===== src/sv/wcld_pkg.sv =====
// ----------------------------------------------------------------------------
// wcld_pkg: shared types and constants for the window label denoiser
// Window geometry, pixel and tap-count types used by the lanes, the merge
// stage and the top level.
// ----------------------------------------------------------------------------
package wcld_pkg;

  localparam int WINDOW = 3;
  localparam int TAPS   = WINDOW * WINDOW;
  localparam int PIX_W  = 8;
  // Holds a count of valid taps, 0 to TAPS
  localparam int CNT_W  = $clog2(TAPS + 1);

  typedef logic [PIX_W-1:0]  pix_t;
  typedef pix_t [TAPS-1:0]   win_t;
  typedef logic [TAPS-1:0]   mask_t;
  typedef logic [CNT_W-1:0]  cnt_t;

endpackage


===== src/sv/wcld_lane.sv =====
// ----------------------------------------------------------------------------
// wcld_lane: rank lane for one window tap
// Counts the valid taps that sort below this one (ties broken by tap
// position) and flags the tap when it holds the lower-median rank.
// ----------------------------------------------------------------------------
module wcld_lane
  import wcld_pkg::*;
#(
  parameter int IDX = 0
) (
  input  win_t  win,
  input  mask_t mask,
  input  cnt_t  median_rank,
  output logic  hit
);

  cnt_t rank;

  // Count valid taps ordered before this one
  always_comb begin
    rank = '0;
    for (int j = 0; j < TAPS; j++) begin
      if (j != IDX && mask[j]) begin
        if (win[j] < win[IDX] || (win[j] == win[IDX] && j < IDX)) begin
          rank = rank + cnt_t'(1);
        end
      end
    end
  end

  // Flag the tap sitting at the lower-median rank
  assign hit = mask[IDX] && (rank == median_rank);

endmodule


===== src/sv/wcld_merge.sv =====
// ----------------------------------------------------------------------------
// wcld_merge: lane merge and label clamp
// Picks the pixel of the single lane that found the lower median and limits
// it to the highest label. No hit (empty mask) gives label zero.
// ----------------------------------------------------------------------------
module wcld_merge
  import wcld_pkg::*;
#(
  parameter int LEVELS = 256
) (
  input  mask_t hit,
  input  win_t  win,
  output pix_t  label
);

  localparam pix_t MAX_LABEL = pix_t'(LEVELS - 1);

  pix_t median;

  // OR together the one-hot selected pixel
  always_comb begin
    median = '0;
    for (int k = 0; k < TAPS; k++) begin
      median = median | (win[k] & {PIX_W{hit[k]}});
    end
  end

  // Clamp to the label range; cost only falls up to the median
  assign label = (median > MAX_LABEL) ? MAX_LABEL : median;

endmodule


===== src/sv/window_cost_label_denoise_top.sv =====
// ----------------------------------------------------------------------------
// window_cost_label_denoise_top: 3x3 least-absolute-difference label filter
// Returns, for one masked 3x3 neighbourhood, the lowest label with the least
// summed absolute difference to the valid pixels.
// ----------------------------------------------------------------------------
// The block takes one neighbourhood per clock when the output is not stalled
// and returns its label through the stage 1 register and then the output
// register of the two-stage pipeline (nine rank lanes, then the merge and
// clamp into the output register). The least-cost label is found as the
// lower median of the pixels flagged in inside_mask, limited to LEVELS-1;
// an empty mask yields label 0. Back-pressure on out_ready stalls the
// pipeline stage by stage, and in_ready stays high while any stage is
// free.
module window_cost_label_denoise_top
  import wcld_pkg::*;
#(
  parameter int LEVELS = 256
) (
  input  logic        clk,
  input  logic        rst,
  input  logic        in_valid,
  output logic        in_ready,
  input  logic [7:0]  pix_nw,
  input  logic [7:0]  pix_n,
  input  logic [7:0]  pix_ne,
  input  logic [7:0]  pix_w,
  input  logic [7:0]  pix_c,
  input  logic [7:0]  pix_e,
  input  logic [7:0]  pix_sw,
  input  logic [7:0]  pix_s,
  input  logic [7:0]  pix_se,
  input  logic [8:0]  inside_mask,
  output logic        out_valid,
  input  logic        out_ready,
  output logic [7:0]  best_label
);

  win_t  in_win;
  cnt_t  tap_count;
  cnt_t  median_rank;
  mask_t lane_hit;

  logic  s1_valid;
  mask_t s1_hit;
  win_t  s1_win;
  pix_t  merge_label;

  logic  s1_ready;
  logic  s2_ready;

  // Gather the window in row-major order, upper-left first
  assign in_win = {pix_se, pix_s, pix_sw, pix_e, pix_c, pix_w, pix_ne, pix_n, pix_nw};

  // Count valid taps and find the lower-median rank
  always_comb begin
    tap_count = '0;
    for (int k = 0; k < TAPS; k++) begin
      tap_count = tap_count + cnt_t'(inside_mask[k]);
    end
    median_rank = (tap_count - cnt_t'(1)) >> 1;
  end

  // One rank lane per tap
  for (genvar g = 0; g < TAPS; g++) begin : g_lane
    wcld_lane #(
      .IDX (g)
    ) u_lane (
      .win         (in_win),
      .mask        (inside_mask),
      .median_rank (median_rank),
      .hit         (lane_hit[g])
    );
  end

  // Pipeline flow control
  assign s2_ready = !out_valid || out_ready;
  assign s1_ready = !s1_valid || s2_ready;
  assign in_ready = s1_ready;

  // Stage 1: hold lane results with the window
  always_ff @(posedge clk) begin
    if (rst) begin
      s1_valid <= 1'b0;
    end else if (s1_ready) begin
      s1_valid <= in_valid;
    end
  end

  always_ff @(posedge clk) begin
    if (s1_ready && in_valid) begin
      s1_hit <= lane_hit;
      s1_win <= in_win;
    end
  end

  // Merge the lanes into one label
  wcld_merge #(
    .LEVELS (LEVELS)
  ) u_merge (
    .hit   (s1_hit),
    .win   (s1_win),
    .label (merge_label)
  );

  // Stage 2: output register
  always_ff @(posedge clk) begin
    if (rst) begin
      out_valid <= 1'b0;
    end else if (s2_ready) begin
      out_valid <= s1_valid;
    end
  end

  always_ff @(posedge clk) begin
    if (s2_ready && s1_valid) begin
      best_label <= merge_label;
    end
  end

endmodule

===== config.mk =====
export PLATFORM = sky130hd
export DESIGN_NAME = window_cost_label_denoise_top
export DESIGN_NICKNAME = d
export VERILOG_FILES = /design/src/sv/wcld_pkg.sv /design/src/sv/wcld_lane.sv /design/src/sv/wcld_merge.sv /design/src/sv/window_cost_label_denoise_top.sv
export SDC_FILE = /design/constraint.sdc
export NUM_CORES = 1
export LEC_CHECK = 0
export CORE_ASPECT_RATIO = 1.75
export CORE_UTILIZATION = 44
export DETAILED_ROUTE_END_ITERATION = 6
export DONT_BUFFER_PORTS = 1
export SLEW_MARGIN = 10
export SYNTH_ARGS = -nofsm -noshare
export SYNTH_HDL_FRONTEND = slang
export SYNTH_SLANG_ARGS = --single-unit

===== constraint.sdc =====
create_clock -name clk -period 7.4 [get_ports clk]
set_input_delay 1.48 -clock clk [delete_from_list [all_inputs] [get_ports clk]]
set_output_delay 1.48 -clock clk [all_outputs]
set_load 0.02 [all_outputs]

* Yosys cells after proc, flatten, opt, wreduce, memory -nomap -nowiden
Cells that the tools add are included.
Word-level totals: bits in registers 91
Cells by class: add/subtract/negate cells 72, $lt $le $gt $ge 73, eq/ne operators 45, multiplexer cells 144, bitwise operators 17, reduce and logical (&&, ||, !) cells 51
Operators with widths (number):
- 8-bit < comparator | 72
- 4-bit two-way mux | 126
- 8-bit == test | 36
- 4-bit by 1-bit adder with 4-bit output, second input constant | 63
- 8-bit bitwise AND | 9
- 8-bit bitwise OR | 8
- 1-bit logical OR | 38
- 4-bit by 3-bit == test with 1-bit output | 9
- 4-bit by 1-bit adder with 4-bit output | 5
- 1-bit two-way mux | 18
- 1-bit logical AND | 11
- 8-bit > comparator, second input constant | 1
- 3-bit by 1-bit adder with 4-bit output | 1
- 4-bit by 1-bit subtractor with 4-bit output, second input constant | 1
- 2-bit by 1-bit adder with 3-bit output | 1
- 1-bit by 1-bit adder with 2-bit output | 1
- 1-bit zero test | 2

* Logic depth before layout (Yosys ltp)
Gate-level depths: netlist of run 1.
depth in word-level cells 27, mapped depth 36

* Modules after synthesis
From an unflattened synthesis of run 1, not the netlist that was laid out.
Unflattened totals: cell total of the unflattened synthesis 2485, area total of the unflattened synthesis 22456.5 um2
By module, submodules not included:
- window_cost_label_denoise_top | times used 1, cells an instance 126, area each 2994.1 um2, sequential area each 2712.6 um2
- wcld_lane (g_lane[8].u_lane) | times used 1, cells an instance 288, area each 2260.9 um2, sequential area each 0.0 um2
- wcld_lane (g_lane[4].u_lane) | times used 1, cells an instance 264, area each 2239.6 um2, sequential area each 0.0 um2
- wcld_lane (g_lane[3].u_lane) | times used 1, cells an instance 268, area each 2152.1 um2, sequential area each 0.0 um2
- wcld_lane (g_lane[6].u_lane) | times used 1, cells an instance 260, area each 2120.8 um2, sequential area each 0.0 um2
- wcld_lane (g_lane[7].u_lane) | times used 1, cells an instance 257, area each 2113.3 um2, sequential area each 0.0 um2
- wcld_lane (g_lane[2].u_lane) | times used 1, cells an instance 236, area each 2092.0 um2, sequential area each 0.0 um2
- wcld_lane (g_lane[5].u_lane) | times used 1, cells an instance 263, area each 2089.5 um2, sequential area each 0.0 um2
- wcld_lane (g_lane[1].u_lane) | times used 1, cells an instance 242, area each 2048.2 um2, sequential area each 0.0 um2
- wcld_lane (g_lane[0].u_lane) | times used 1, cells an instance 232, area each 1921.8 um2, sequential area each 0.0 um2
- wcld_merge | times used 1, cells an instance 49, area each 424.2 um2, sequential area each 0.0 um2

* Worst setup path after synthesis of run 1
OpenSTA, ideal clock, no wires.
path kind in2reg, start point input pix_ne[1], end point register s1_hit[1] (data pin), setup time 0.146 ns, arrival time 7.073 ns, setup slack 0.181 ns, stages on the path 36, buffers on the path 0, path through inv_1 > ha_1 > nor2b_1 > o21a_1 > o21ai_0 > nand2b_1 > a21oi_1 > o21ai_0 > o21ai_0 > inv_1 > ha_1 > and2_1 > a31oi_2 > inv_1 > ha_1 > o2111ai_1 > and2_1 > inv_1 > ha_1 > nor2_1 > a21oi_1 > ha_1 > nand2_1 > nand3_1 > ha_1 > inv_1 > a32oi_1 > ha_1 > mux2_2 > ha_1 > nand3_1 > xnor2_1 > xnor2_1 > o2111ai_1 > a31oi_1 > a21boi_1
Between the ends: longest elaborated chain between the ends 23
Ends and longest elaborated chain:
- from (decl) | line window_cost_label_denoise_top.sv:25 | input logic [7:0] pix_ne,
- 8-bit < comparator * | line wcld_lane.sv:24 | if (win[j] < win[IDX] || (win[j] == win[IDX] && j < IDX)) begin
- 4-bit two-way mux * | line wcld_lane.sv:24
- 4-bit two-way mux * | line wcld_lane.sv:23 | if (j != IDX && mask[j]) begin
- 4-bit by 1-bit adder with 4-bit output | line wcld_lane.sv:25 | rank = rank + cnt_t'(1);
- 4-bit two-way mux | line wcld_lane.sv:24
- 4-bit two-way mux * | line wcld_lane.sv:23
- 4-bit by 1-bit adder with 4-bit output | line wcld_lane.sv:25
- 4-bit two-way mux | line wcld_lane.sv:24
- (+8 left out)
- 4-bit two-way mux | line wcld_lane.sv:24
- 4-bit two-way mux * | line wcld_lane.sv:23
- 4-bit by 1-bit adder with 4-bit output | line wcld_lane.sv:25
- 4-bit two-way mux | line wcld_lane.sv:24
- 4-bit two-way mux * | line wcld_lane.sv:23
- 4-bit by 3-bit == test with 1-bit output * | line wcld_lane.sv:32 | assign hit = mask[IDX] && (rank == median_rank);
- 1-bit logical AND * | line wcld_lane.sv:32
- via g_lane[1].u_lane.hit | line wcld_lane.sv:14 | output logic hit
- to (signal assigned) | line window_cost_label_denoise_top.sv:91 | s1_hit <= lane_hit;
- to (decl) | line window_cost_label_denoise_top.sv:44 | mask_t s1_hit;
The timed path passes the listed nets; every way through them passes the cells marked *. A chain may end at the register's enable or synchronous reset.

* Worst setup path after layout of run 1
start point input pix_nw[0], end point register s1_hit[8] (data pin)
Between the ends: longest elaborated chain between the ends 27, elaborated cells on any way between the ends 28, those cells by class add/sub (7); order compare (1); eq/ne (2); mux (16); reduce/logical (2)
Ends and longest elaborated chain:
- from (decl) | line window_cost_label_denoise_top.sv:23 | input logic [7:0] pix_nw,
- 8-bit < comparator / 8-bit == test (equally long branches) | line wcld_lane.sv:24
- 1-bit logical OR * | line wcld_lane.sv:24
- 1-bit two-way mux * | line wcld_lane.sv:24
- 1-bit two-way mux * | line wcld_lane.sv:23
- 4-bit by 1-bit adder with 4-bit output | line wcld_lane.sv:25
- 4-bit two-way mux | line wcld_lane.sv:24
- 4-bit two-way mux * | line wcld_lane.sv:23
- 4-bit by 1-bit adder with 4-bit output | line wcld_lane.sv:25
- (+12 left out)
- 4-bit two-way mux | line wcld_lane.sv:24
- 4-bit two-way mux * | line wcld_lane.sv:23
- 4-bit by 1-bit adder with 4-bit output | line wcld_lane.sv:25
- 4-bit two-way mux | line wcld_lane.sv:24
- 4-bit two-way mux * | line wcld_lane.sv:23
- 4-bit by 3-bit == test with 1-bit output * | line wcld_lane.sv:32
- 1-bit logical AND * | line wcld_lane.sv:32
- via g_lane[8].u_lane.hit | line wcld_lane.sv:14
Marks and branches as above.

==> results of run 1 <==
## layout make-up
class	instances	share of cell area (%)
timing repair buffer	118	5.113
antenna	1	0.01424
tap	465	3.311
clock inverter	7	0.5626
clock buffer	9	1.282
inverter	135	3.012
multi-input combinational	1494	71.27
sequential	91	15.44
## critical path, delay by kind of cell
kind	cells	cell delay [ns]
AO/OA/AOI/OAI	7	1.37
XOR/XNOR	2	0.34
adder cells (fa/ha/maj)	8	2.12
buffers and inverters	6	0.84
multiplexers	2	0.58
AND/OR/NAND/NOR	6	0.61
## per-layer routing
metal | wire, um | GRT usage, % | up-vias
li1 | - | - | 6886
met1 | 20590 | 32.84 | 6991
met2 | 28950 | 57.40 | 563
met3 | 3795 | 5.580 | 275
met4 | 6142 | 29.20 | 0
met5 | 0 | 0 | -
## logic make-up after synthesis
group	after synthesis	synth area share (%)
compound gates	447	19.54
mux	37	2.446
fa+ha+maj	357	28.78
simple gates	500	17.20
flops	91	17.33
xor+xnor	153	10.67
buf+inv	167	4.029
## power by group through the flow
stage                     registers (W)  logic [W]  clock network (W)
final                          0.000687    0.00209           0.000518
after global routing           0.000691    0.00231           0.000535
after CTS                      0.000686    0.00203           0.000519
after detailed placement       0.000698    0.00201                  0
after global placement         0.000697    0.00196                  0
after floorplan                0.000644    0.00147                  0
## registers in the layout (all words and copies together) (netlist names)
register    count
out_valid       1
best_label      8
s1_valid        1
s1_hit          9
s1_win         72
## layout by cell type, fill, tap and decap left out, drive strengths merged, types with 8 or more instances in the layout
cell / synthesis / final
ha: 352 / 352
inv: 134 / 130
a21oi: 129 / 129
buf: 5 / 118
xnor2: 103 / 103
nand2: 96 / 96
edfxtp: 89 / 89
nand4: 76 / 76
nor2: 76 / 76
o21ai: 61 / 61
nand3: 55 / 55
nor3: 40 / 40
nor2b: 39 / 39
a21o: 37 / 37
o211ai: 37 / 37
xor2: 31 / 31
mux2i: 27 / 27
and2: 26 / 26
o21a: 23 / 23
a211oi: 20 / 20
nand2b: 19 / 19
a31oi: 17 / 17
xnor3: 16 / 16
a211o: 13 / 13
o2111ai: 12 / 12
and4: 12 / 12
nor4: 12 / 12
a221oi: 11 / 11
mux2: 10 / 10
a22oi: 10 / 10
or3: 10 / 10
and3: 9 / 9
clkbuf: 27 / 9
o31ai: 9 / 9
a222oi: 8 / 8
a22o: 8 / 8
nor3b: 8 / 8
a21boi: 8 / 8
## final timing paths
kind	slack (ns)	from	end
setup / recovery	0.29	pix_nw[0]	s1_hit[8]
hold / removal	0.51	s1_valid	out_valid
setup reg to reg	5.17	s1_hit[6]	best_label[7]
hold reg to reg	0.51	s1_valid	out_valid
## synthesized netlist by cell type, drive strengths merged, types with 7 or more instances
master,count
and2,26
a211o,13
o21ai,61
and3,9
edfxtp,89
ha,352
xnor3,16
nor3b,8
and4,12
o31ai,9
inv,134
nor2,76
a222oi,8
xnor2,103
a31oi,17
a221oi,11
nand2b,19
or3,10
nand2,96
o211a,7
nor4,12
mux2,10
a22oi,10
o211ai,37
nand4,76
a21boi,8
nor3,40
nor2b,39
clkbuf,27
a21o,37
a211oi,20
nand3,55
a22o,8
a21oi,129
xor2,31
o2111ai,12
o21a,23
mux2i,27
## timing repair
item,CTS,global route
gates resized for setup,0,42
setup endpoints to repair,0,9
buffers inserted,0,4
## through the flow
step           TNS (ns)  utilization, %  setup WS [ns]  instance area, um^2  instances
2_1_floorplan         0               -         0.1810                15650       1752
3_3_place_gp   -0.08251           48.25       -0.06413                16980       2299
3_5_place_dp    -0.5732           48.25        -0.1464                16980       2299
4_1_cts               0           49.17         0.2097                17300       2315
5_1_grt         -0.1875           49.94        -0.1129                17570       2320
6_report              0           49.94         0.2902                17570       2320
==> key figures, run 1 <==
Status
  • Status: complete, but fails checks
  • Failing checks: design-rule violations

Placed design
  • Post-DP HPWL: 48.80 mm
  • Buffers on Ports: 0
  • GPL Wtd Cong: just under 1

Synth
  • Yosys top cell area share: 28.14%
  • Syn nets: 2194
  • Syn avg cell area: 8.934 um^2
  • Number of synthesized flops with an enable pin: 89
  • Async S/R FF share, synth: 0%
  • Top cells by area, synth: ha_1 (28%), edfxtp_1 (17%), xnor2_1 (5.4%), a21oi_1 (4.1%), inv_1 (3.2%)
  • Synth Register Bits: between 90 and 100
  • Yosys top cell by area: ha_1
  • Post-synth top flop: edfxtp_1
  • Number of instances in the synthesized netlist: 1752
  • Synth warnings: 0
  • Cell Area, Synth: 15650 um^2
  • Synth cell types: 90
  • Register area share after synthesis: 17.33%

Drt
  • DRT iter0 DRCs: 954
  • # DRC: 1
  • Detail-routed via count per cell: about 6.3
  • Total number of vias: about 15000
  • First-pass DRT Iterations: 7
  • Wirelength, routed: 59.47 mm
  • WL/cell: 25.63 um
  • Antenna Nets Post-Route: 0

STA
  • RSZ-0062 raised after global routing: true
  • Slew margin rel.: 23.11%
  • Setup Skew: ~0.027 ns
  • Fin. Hold Viols: 0
  • Hold WS: just over 0.5 ns
  • Achievable Freq: 140.7 MHz
  • Setup violations, final: 0
  • Worst-Margin Slew: approximately 1.2 ns
  • Fin crit share: 96.08%
  • Final min period: around 7 ns
  • Slew Limit Fails: 0

Worst setup path
  • CP Max Fanout: 5
  • CP arrival: between 7 and 8 ns
  • CP Capture Type: flop
  • CP max stage delay: 0.33 ns
  • FF-to-FF path depth: 3
  • Slowest-stage cell, CP: a211o_1
  • Critical path data required time: 7.63 ns
  • CP Class: input pin to flop
  • Most frequent CP cell: ha_1
  • Startpoint types: input pin

Power
  • Internal power: 0.001882 W
  • NetSw: about 0.0014 W
  • Max IR drop VDD: 0.0001160 V
  • Reg power frac: 20.9%
  • Clock Power Share: 15.7%
  • Pleak: 7.790 nW
  • Sw frac: 42.86%
  • Power Density: 187.5 nW/um^2
  • Total power: ~0.0033 W
  • Combinational fraction of design power: between 60% and 70%

Finish
  • Area taken by flip-flops and latches: 2713 um^2
  • Area grow syn2layout: 12.25%
  • Count of nets after finishing: 2291
  • Layout cell share with drive strength beyond 1: a little under an eighth
  • Multi-input logic area: 12520 um^2
  • Filler instances: 3294

GRT
  • Gr ovfl total: 0
  • Largest net degree at the start of global routing: 82
  • GRT Overall Usage: 32.84%
  • Initial antenna violation count: 2
  • Vias in the first global route: 14620
  • First-pass GRT wire length: approximately 87 mm

Min path
  • Hold path depth: 2
  • Worst Hold Class: flop to flop

Clock network
  • Clk Latency, worst-skew pair: 0.37 ns
  • Sink Count: 91
  • TritonCTS Buffers: 9
  • H-tree depth: 3
  • CTS tree: yes
  • Clk slew on worst S/H paths: about 0.070 ns
  • Root Driver: clkbuf_16
  • CTS Buffer Depth: 2
  • Cts-stage hold buffer count: 0

Die
  • Core area: 35180 um^2
  • Num rows: 91
  • Initial Utilization: between 40 and 50%
  • Die H: 251.5 um
  • Die area: 36360 um^2
  • Die Wd: 144.6 um
  • # IOs: 95

Flow run
  • Maximum Capacitance Violations: 0
Power figures use the tool's default switching activity.
==> run 2: changes to the inputs <==
--- a/config.mk
+++ b/config.mk
@@ -9,6 +9,7 @@
 export CORE_UTILIZATION = 44
 export DETAILED_ROUTE_END_ITERATION = 6
 export DONT_BUFFER_PORTS = 1
+export SETUP_SLACK_MARGIN = 0.4
 export SLEW_MARGIN = 10
 export SYNTH_ARGS = -nofsm -noshare
 export SYNTH_HDL_FRONTEND = slang
==> key figures, run 2 (same netlist as run 1, synthesis figures left out) <==
Die
  • Num rows: 91 (unchanged)
  • Die H: 251.5 um (unchanged)
  • # IOs: 95 (unchanged)
  • Initial Utilization: 44.49% (unchanged)
  • Die Wd: 144.6 um (unchanged)
  • Core area: 35180 um^2 (unchanged)
  • Die area: 36360 um^2 (unchanged)

Power
  • Max IR drop VDD: 0.0001134 V (was 0.0001160 V)
  • Combinational fraction of design power: 66.1% (was 63.4%)
  • Internal power: 0.001935 W (was 0.001882 W)
  • Reg power frac: 19.9% (was 20.9%)
  • Clock Power Share: 14.0% (was 15.7%)
  • Power Density: 189.1 nW/um^2 (was 187.5 nW/um^2)
  • Pleak: 7.909 nW (was 7.790 nW)
  • Sw frac: 43.98% (was 42.86%)
  • NetSw: 0.001520 W (was 0.001412 W)
  • Total power: 0.003455 W (was 0.003294 W)

Finish
  • Most common cell after layout, fill and taps aside: ha_1 (unchanged)
  • Area taken by flip-flops and latches: 2713 um^2 (unchanged)
  • Layout cell share with drive strength beyond 1: 17.15% (was 11.81%)
  • Count of nets after finishing: 2309 (was 2291)
  • Multi-input logic area: 13070 um^2 (was 12520 um^2)
  • Area grow syn2layout: 16.75% (was 12.25%)
  • Finished Core Util: 51.94% (was 49.94%)
  • Biggest regs: s1_win x72, s1_hit x9, best_label x8 (unchanged)
  • Post-route cell area: 18270 um^2 (was 17570 um^2)
  • Max FFs per register: 72 (unchanged)
  • Reg with most FFs: s1_win (unchanged)
  • Commonest non-fill, non-tap cells in the layout: ha_1 (324), buf_4 (131), inv_1 (115), a21oi_1 (115), xnor2_1 (93) (was ha_1 (347), inv_1 (126), a21oi_1 (123))
  • Filler instances: 3229 (was 3294)

Worst setup path
  • Slowest-stage cell, CP: o31a_1 (was a211o_1)
  • CP Class: input pin to flop (unchanged)
  • CP Max Fanout: 4 (was 5)
  • CP arrival: 7.25 ns (was 7.34 ns)
  • R2r startpoint: s1_hit[6] (unchanged)
  • Most frequent CP cell: ha_1 (unchanged)
  • Critical path data required time: 7.65 ns (was 7.63 ns)
  • CP Capture Type: flop (unchanged)
  • Crit path from: pix_e[7] (was pix_nw[0])
  • CP max stage delay: 0.35 ns (was 0.33 ns)
  • Startpoint types: input pin (unchanged)

STA
  • Achievable Freq: 142.7 MHz (was 140.7 MHz)
  • Worst-Margin Slew: 1.200 ns (was 1.153 ns)
  • Fin crit share: 94.67% (was 96.08%)
  • Final min period: 7.006 ns (was 7.110 ns)
  • Setup violations, final: 0 (unchanged)
  • RSZ-0062 raised after global routing: true (unchanged)
  • Fin. Hold Viols: 0 (unchanged)
  • Slew Limit Fails: 0 (unchanged)
  • Setup Skew: 0.02078 ns (was 0.02732 ns)
  • Slew margin rel.: 19.99% (was 23.11%)

Clock network
  • Clk slew on worst S/H paths: 0.09 ns (was 0.07 ns)
  • TritonCTS Buffers: 9 (unchanged)
  • CTS tree: yes (unchanged)
  • Root Driver: clkbuf_16 (unchanged)
  • CTS Buffer Depth: 2 (unchanged)
  • H-tree depth: 3 (unchanged)
  • Sink Count: 91 (unchanged)
  • Clk Latency, worst-skew pair: 0.38 ns (was 0.37 ns)

Drt
  • Antenna Nets Post-Route: 0 (unchanged)
  • Total number of vias: 15040 (was 14720)
  • Wirelength, routed: 62.04 mm (was 59.47 mm)
  • # DRC: 0 (was 1)
  • WL/cell: 26.54 um (was 25.63 um)
  • DRT iter0 DRCs: 842 (was 954)
  • First-pass DRT Iterations: 7 (unchanged)
  • Detail-routed via count per cell: 6.434 (was 6.343)

GRT
  • GRT Overall Usage: 33.99% (was 32.84%)
  • Initial antenna violation count: 2 (unchanged)
  • Vias in the first global route: 14760 (was 14620)
  • Largest net degree at the start of global routing: 82 (unchanged)
  • Gr ovfl total: 0 (unchanged)
  • First-pass GRT wire length: 89.15 mm (was 86.71 mm)

Min path
  • Hold Crit Start: s1_valid (unchanged)
  • Worst Hold Class: flop to flop (unchanged)

Status
  • Status: finished, final reports clean (was complete, but fails checks)

Flow run
  • Maximum Capacitance Violations: 0 (unchanged)

Placed design
  • GPL Wtd Cong: 1.019 (was 0.9791)
  • Post-DP HPWL: 48.85 mm (was 48.80 mm)
  • Area after DPL: 16900 um^2 (was 16980 um^2)
  • Buffers on Ports: 0 (unchanged)
[run 2: path summary, 6_finish.rpt]
check / end / slack, ns / depth (start not counted)
setup reg to reg: best_label[7] / 5.16 / 3
hold / removal: out_valid / 0.54 / 2
hold reg to reg: out_valid / 0.54 / 2
setup / recovery: s1_hit[5] / 0.39 / 32
[run 2: area by class of cell]
cell class	count	share of cell area [%]
multi-input combinational	1494	71.54
sequential	91	14.84
timing repair buffer	136	5.834
tap	465	3.184
inverter	135	2.992
clock buffer	9	1.232
clock inverter	7	0.3560
antenna	1	0.01369
[run 2: power by group through the flow]
stage          Combinational (W)  Clock (W)  Sequential (W)
2_1_floorplan            0.00147          0        0.000644
3_3_place_gp             0.00194          0        0.000696
3_5_place_dp             0.00199          0        0.000697
4_1_cts                  0.00201   0.000485        0.000686
5_1_grt                  0.00250   0.000504        0.000690
6_report                 0.00228   0.000484        0.000686
[run 2: critical path, delay by kind of cell]
family | cells | cell delay (ns)
fa+ha+maj | 7 | 1.99
xor+xnor | 2 | 0.35
simple gates | 6 | 0.87
buf+inv | 5 | 0.70
compound gates | 11 | 1.74
mux | 1 | 0.14
[run 2: per-layer routing]
| layer | routed length [um] | GRT usage [%] |
|---|---|---|
| met4 | 7039 | 32.75 |
| met2 | 29540 | 57.31 |
| met3 | 4228 | 8.199 |
| met1 | 21240 | 33.30 |
| met5 | 0 | 0 |
[run 2: through the flow]
step / setup WS, ns / cells / setup TNS, ns / hold slack, ns
2_1_floorplan: 0.3906 / 1752 / 0 / 0.4778
3_3_place_gp: 0.006125 / 2281 / 0 / 0.4965
3_5_place_dp: -0.1167 / 2281 / -0.3041 / 0.5285
4_1_cts: 0.2654 / 2297 / 0 / 0.5363
5_1_grt: 0.1450 / 2337 / 0 / 0.6009
6_report: 0.3942 / 2338 / 0 / 0.5433
[run 2: repair_timing]
action	CTS	global route
resized for setup	10	131
endpoints found under the hold margin	0	0
cloned	0	0
pin swaps	1	80
setup buffers	0	39
hold buffers	0	0
setup endpoints to repair	6	9
==> run 3: changes to the inputs <==
--- a/config.mk
+++ b/config.mk
@@ -5,12 +5,11 @@
 export SDC_FILE = /design/constraint.sdc
 export NUM_CORES = 1
 export LEC_CHECK = 0
-export CORE_ASPECT_RATIO = 1.75
 export CORE_UTILIZATION = 44
 export DETAILED_ROUTE_END_ITERATION = 6
 export DONT_BUFFER_PORTS = 1
 export SETUP_SLACK_MARGIN = 0.4
-export SLEW_MARGIN = 10
 export SYNTH_ARGS = -nofsm -noshare
 export SYNTH_HDL_FRONTEND = slang
+export SYNTH_HIERARCHICAL = 1
 export SYNTH_SLANG_ARGS = --single-unit
==> key figures, run 3 <==
Clock network
  • CTS Buffer Depth: 2 (unchanged)
  • H-tree depth: 3 (unchanged)
  • Clk slew on worst S/H paths: 0.08 ns (was 0.09 ns)
  • Clk Latency, worst-skew pair: 0.38 ns (about the same)
  • Cts-stage hold buffer count: 0 (unchanged)
  • Sink Count: 91 (unchanged)
  • TritonCTS Buffers: 9 (unchanged)
  • Root Driver: clkbuf_16 (unchanged)
  • CTS tree: yes (unchanged)

Synth
  • Post-synth top flop: edfxtp_1 (unchanged)
  • Commonest cells in the netlist: ha_1 (606), inv_1 (181), a21oi_1 (148) (was ha_1 (352), inv_1 (132), a21oi_1 (129))
  • Synth Register Bits: 91 (unchanged)
  • Number of instances in the synthesized netlist: 2485 (was 1752)
  • Synth warnings: 6 (was 0)
  • Async S/R FF share, synth: 0% (unchanged)
  • Most frequent cell after synthesis: ha_1 (unchanged)
  • Top cells by area, synth: ha_1 (34%), edfxtp_1 (12%), a21oi_1 (3.3%), inv_1 (3.0%), xnor2_1 (2.8%) (was ha_1 (28%), edfxtp_1 (17%), xnor2_1 (5.4%), a21oi_1 (4.1%), inv_1 (3.2%))
  • Register area share after synthesis: 12.08% (was 17.33%)
  • Syn avg cell area: 9.037 um^2 (was 8.934 um^2)
  • Cell Area, Synth: 22460 um^2 (was 15650 um^2)
  • Number of synthesized flops with an enable pin: 89 (unchanged)
  • Yosys top cell area share: 33.76% (was 28.14%)
  • Synth cell types: 142 (was 90)
  • Yosys top cell by area: ha_1 (unchanged)

GRT
  • Vias in the first global route: 20330 (was 14760)
  • First-pass GRT wire length: 125.6 mm (was 89.15 mm)
  • GRT Overall Usage: 32.10% (was 33.99%)
  • Largest net degree at the start of global routing: 73 (was 82)
  • Gr ovfl total: 0 (unchanged)
  • Initial antenna violation count: 1 (was 2)

Worst setup path
  • Startpoint types: input pin (unchanged)
  • CP Capture Type: flop (unchanged)
  • CP Class: input pin to flop (unchanged)
  • CP arrival: 6.92 ns (was 7.25 ns)
  • CP max stage delay: 0.34 ns (was 0.35 ns)
  • CP Max Fanout: 10 (was 4)
  • Critical path data required time: 7.53 ns (was 7.65 ns)
  • Slowest-stage cell, CP: ha_1 (was o31a_1)

Die
  • Die Wd: 227.9 um (was 144.6 um)
  • Die area: 51950 um^2 (was 36360 um^2)
  • # IOs: 95 (unchanged)
  • Num rows: 82 (was 91)
  • Core area: 50270 um^2 (was 35180 um^2)
  • Initial Utilization: 44.67% (was 44.49%)
  • Die H: 227.9 um (was 251.5 um)

Placed design
  • GPL Wtd Cong: 0.9453 (was 1.019)
  • Buffers on Ports: 0 (unchanged)
  • Post-DP HPWL: 60.76 mm (was 48.85 mm)
  • Place WS: -0.2754 ns (was -0.1167 ns)
  • DP Cell Count: 3210 (was 2281)
  • Area after DPL: 23890 um^2 (was 16900 um^2)

Power
  • Power Density: 164.0 nW/um^2 (was 189.1 nW/um^2)
  • Pleak: 11.34 nW (was 7.909 nW)
  • Max IR drop VDD: 0.0001147 V (was 0.0001134 V)

Drt
  • DRT iter0 DRCs: 1961 (was 842)
  • WL met2: 37.62 mm (was 29.54 mm)
  • Wirelength, routed: 86.34 mm (was 62.04 mm)
  • # DRC: 16 (was 0)
  • First-pass DRT Iterations: 7 (unchanged)
  • WL/cell: 26.39 um (was 26.54 um)
  • Top Layer Used: met4 (unchanged)
  • Total number of vias: 21180 (was 15040)
  • Detail Route met3 WL: 8.292 mm (was 4.228 mm)
  • Antenna Nets Post-Route: 0 (unchanged)
  • M1 WL: 35.41 mm (was 21.24 mm)
  • Detail-routed via count per cell: 6.474 (was 6.434)

Finish
  • Post-route cell area: 25160 um^2 (was 18270 um^2)
  • Reg with most FFs: s1_win (unchanged)
  • Biggest regs: s1_win x72, s1_hit x9, best_label x8 (unchanged)
  • Area grow syn2layout: 12.04% (was 16.75%)
  • Finished Core Util: 50.05% (was 51.94%)
  • Most common cell after layout, fill and taps aside: ha_1 (unchanged)
  • Max FFs per register: 72 (unchanged)
  • Commonest non-fill, non-tap cells in the layout: ha_1 (576), inv_1 (163), nand2_1 (129) (was ha_1 (324), buf_4 (131), inv_1 (115), a21oi_1 (115), xnor2_1 (93))
  • Fin cells: 3272 (was 2338)
  • Count of nets after finishing: 3291 (was 2309)
  • Antenna cells: 0 (was 1)
  • Layout cell share with drive strength beyond 1: 15.65% (was 17.15%)

STA
  • Slew margin rel.: 32.39% (was 19.99%)
  • Fin. Hold Viols: 0 (unchanged)
  • Worst-Margin Slew: 1.014 ns (was 1.200 ns)
  • Setup WS post-layout: 0.6135 ns (was 0.3942 ns)
  • Setup violations, final: 0 (unchanged)
  • Setup Skew: 0.01387 ns (was 0.02078 ns)
  • Fin crit share: 91.71% (was 94.67%)
  • Achievable Freq: 147.4 MHz (was 142.7 MHz)
  • Slew Limit Fails: 0 (unchanged)
  • Final min period: 6.787 ns (was 7.006 ns)
  • RSZ-0062 raised after global routing: true (unchanged)

Flow run
  • Maximum Capacitance Violations: 0 (unchanged)

Status
  • Failing checks: design-rule violations
  • Status: complete, but fails checks (was finished, final reports clean)

Min path
  • Worst Hold Class: flop to flop (unchanged)
==> run 3: cell count changes in the layout (fill, tap and decap cells not counted), moves of 25 or more <==
cell | before | now
ha_1 | 324 | 576
inv_1 | 115 | 163
nand2_1 | 86 | 129
nand2b_1 | 18 | 50
nand3_1 | 54 | 79
nor2b_1 | 38 | 72
o21ai_0 | 42 | 104
o21ai_1 | 12 | 45
xnor2_1 | 93 | 66
==> run 3: critical path: cells and delay by family <==
| family | cells | cell delay (ns) |
|---|---|---|
| fa+ha+maj | 8 | 2.12 |
| mux | 1 | 0.27 |
| buf+inv | 5 | 0.37 |
| compound gates | 12 | 1.66 |
| xor+xnor | 2 | 0.31 |
| simple gates | 7 | 0.67 |
==> run 3: final cells by class <==
class                   count  area [um^2]
multi-input cells        2195        19710
inverters                 183        729.5
clock inverters             7        76.32
clock buffers               9        225.2
fillers                  4658        25110
flip-flops and latches     91         2713
well taps                 672        840.8
repair buffers            115        863.3
==> run 3: final timing paths <==
check | to | slack (ns) | depth (start not counted) | startpoint
min reg2reg | out_valid | 0.54 | 2 | s1_valid
max | s1_hit[7] | 0.61 | 35 | pix_s[1]
min | out_valid | 0.54 | 2 | s1_valid
max reg2reg | s1_win[4] | 5.08 | 3 | out_valid
==> run 3: logic make-up (layout without fill, tap and decap cells) <==
kind of cell | Yosys count | count (layout) | share of synthesized area, %
compound gates | 705 | 705 | 22.74
xor+xnor | 138 | 138 | 7.800
fa+ha+maj | 611 | 611 | 34.21
buf+inv | 210 | 314 | 3.766
flops | 91 | 91 | 12.08
mux | 29 | 29 | 1.398
other cells | 1 | 12 | 0.01670
simple gates | 700 | 700 | 17.99
==> run 3: per-layer routing <==
metal | vias to the layer above | global-route usage, %
met4 | 0 | 15.92
met1 | 10160 | 41.55
met2 | 990 | 51.10
li1 | 9789 | -
met5 | - | 0
met3 | 246 | 5.913
==> run 3: metrics by stage <==
| step | hold WS (ns) | TNS (ns) | total power [W] |
|---|---|---|---|
| finish | 0.5382 | 0 | 0.004127 |
| global route | 0.5836 | 0 | 0.004476 |
| detailed placement | 0.5334 | -0.5576 | 0.003301 |
| floorplan | 0.4777 | 0 | 0.002733 |
| CTS | 0.5464 | 0 | 0.003830 |
| global placement | 0.5227 | -0.1525 | 0.003185 |
==> run 3: what timing repair did <==
item,CTS,global route
endpoints found under the setup margin,4,9
resized for setup,12,111
buffers inserted,8,38
pin swaps,4,65
==> run 3: report_power, final <==
part	internal (W)	switching (W)	leakage (nW)
Clock	0.000240	0.000253	0.148
Combinational	0.00140	0.00157	10.3
Sequential	0.000612	0.0000507	0.877
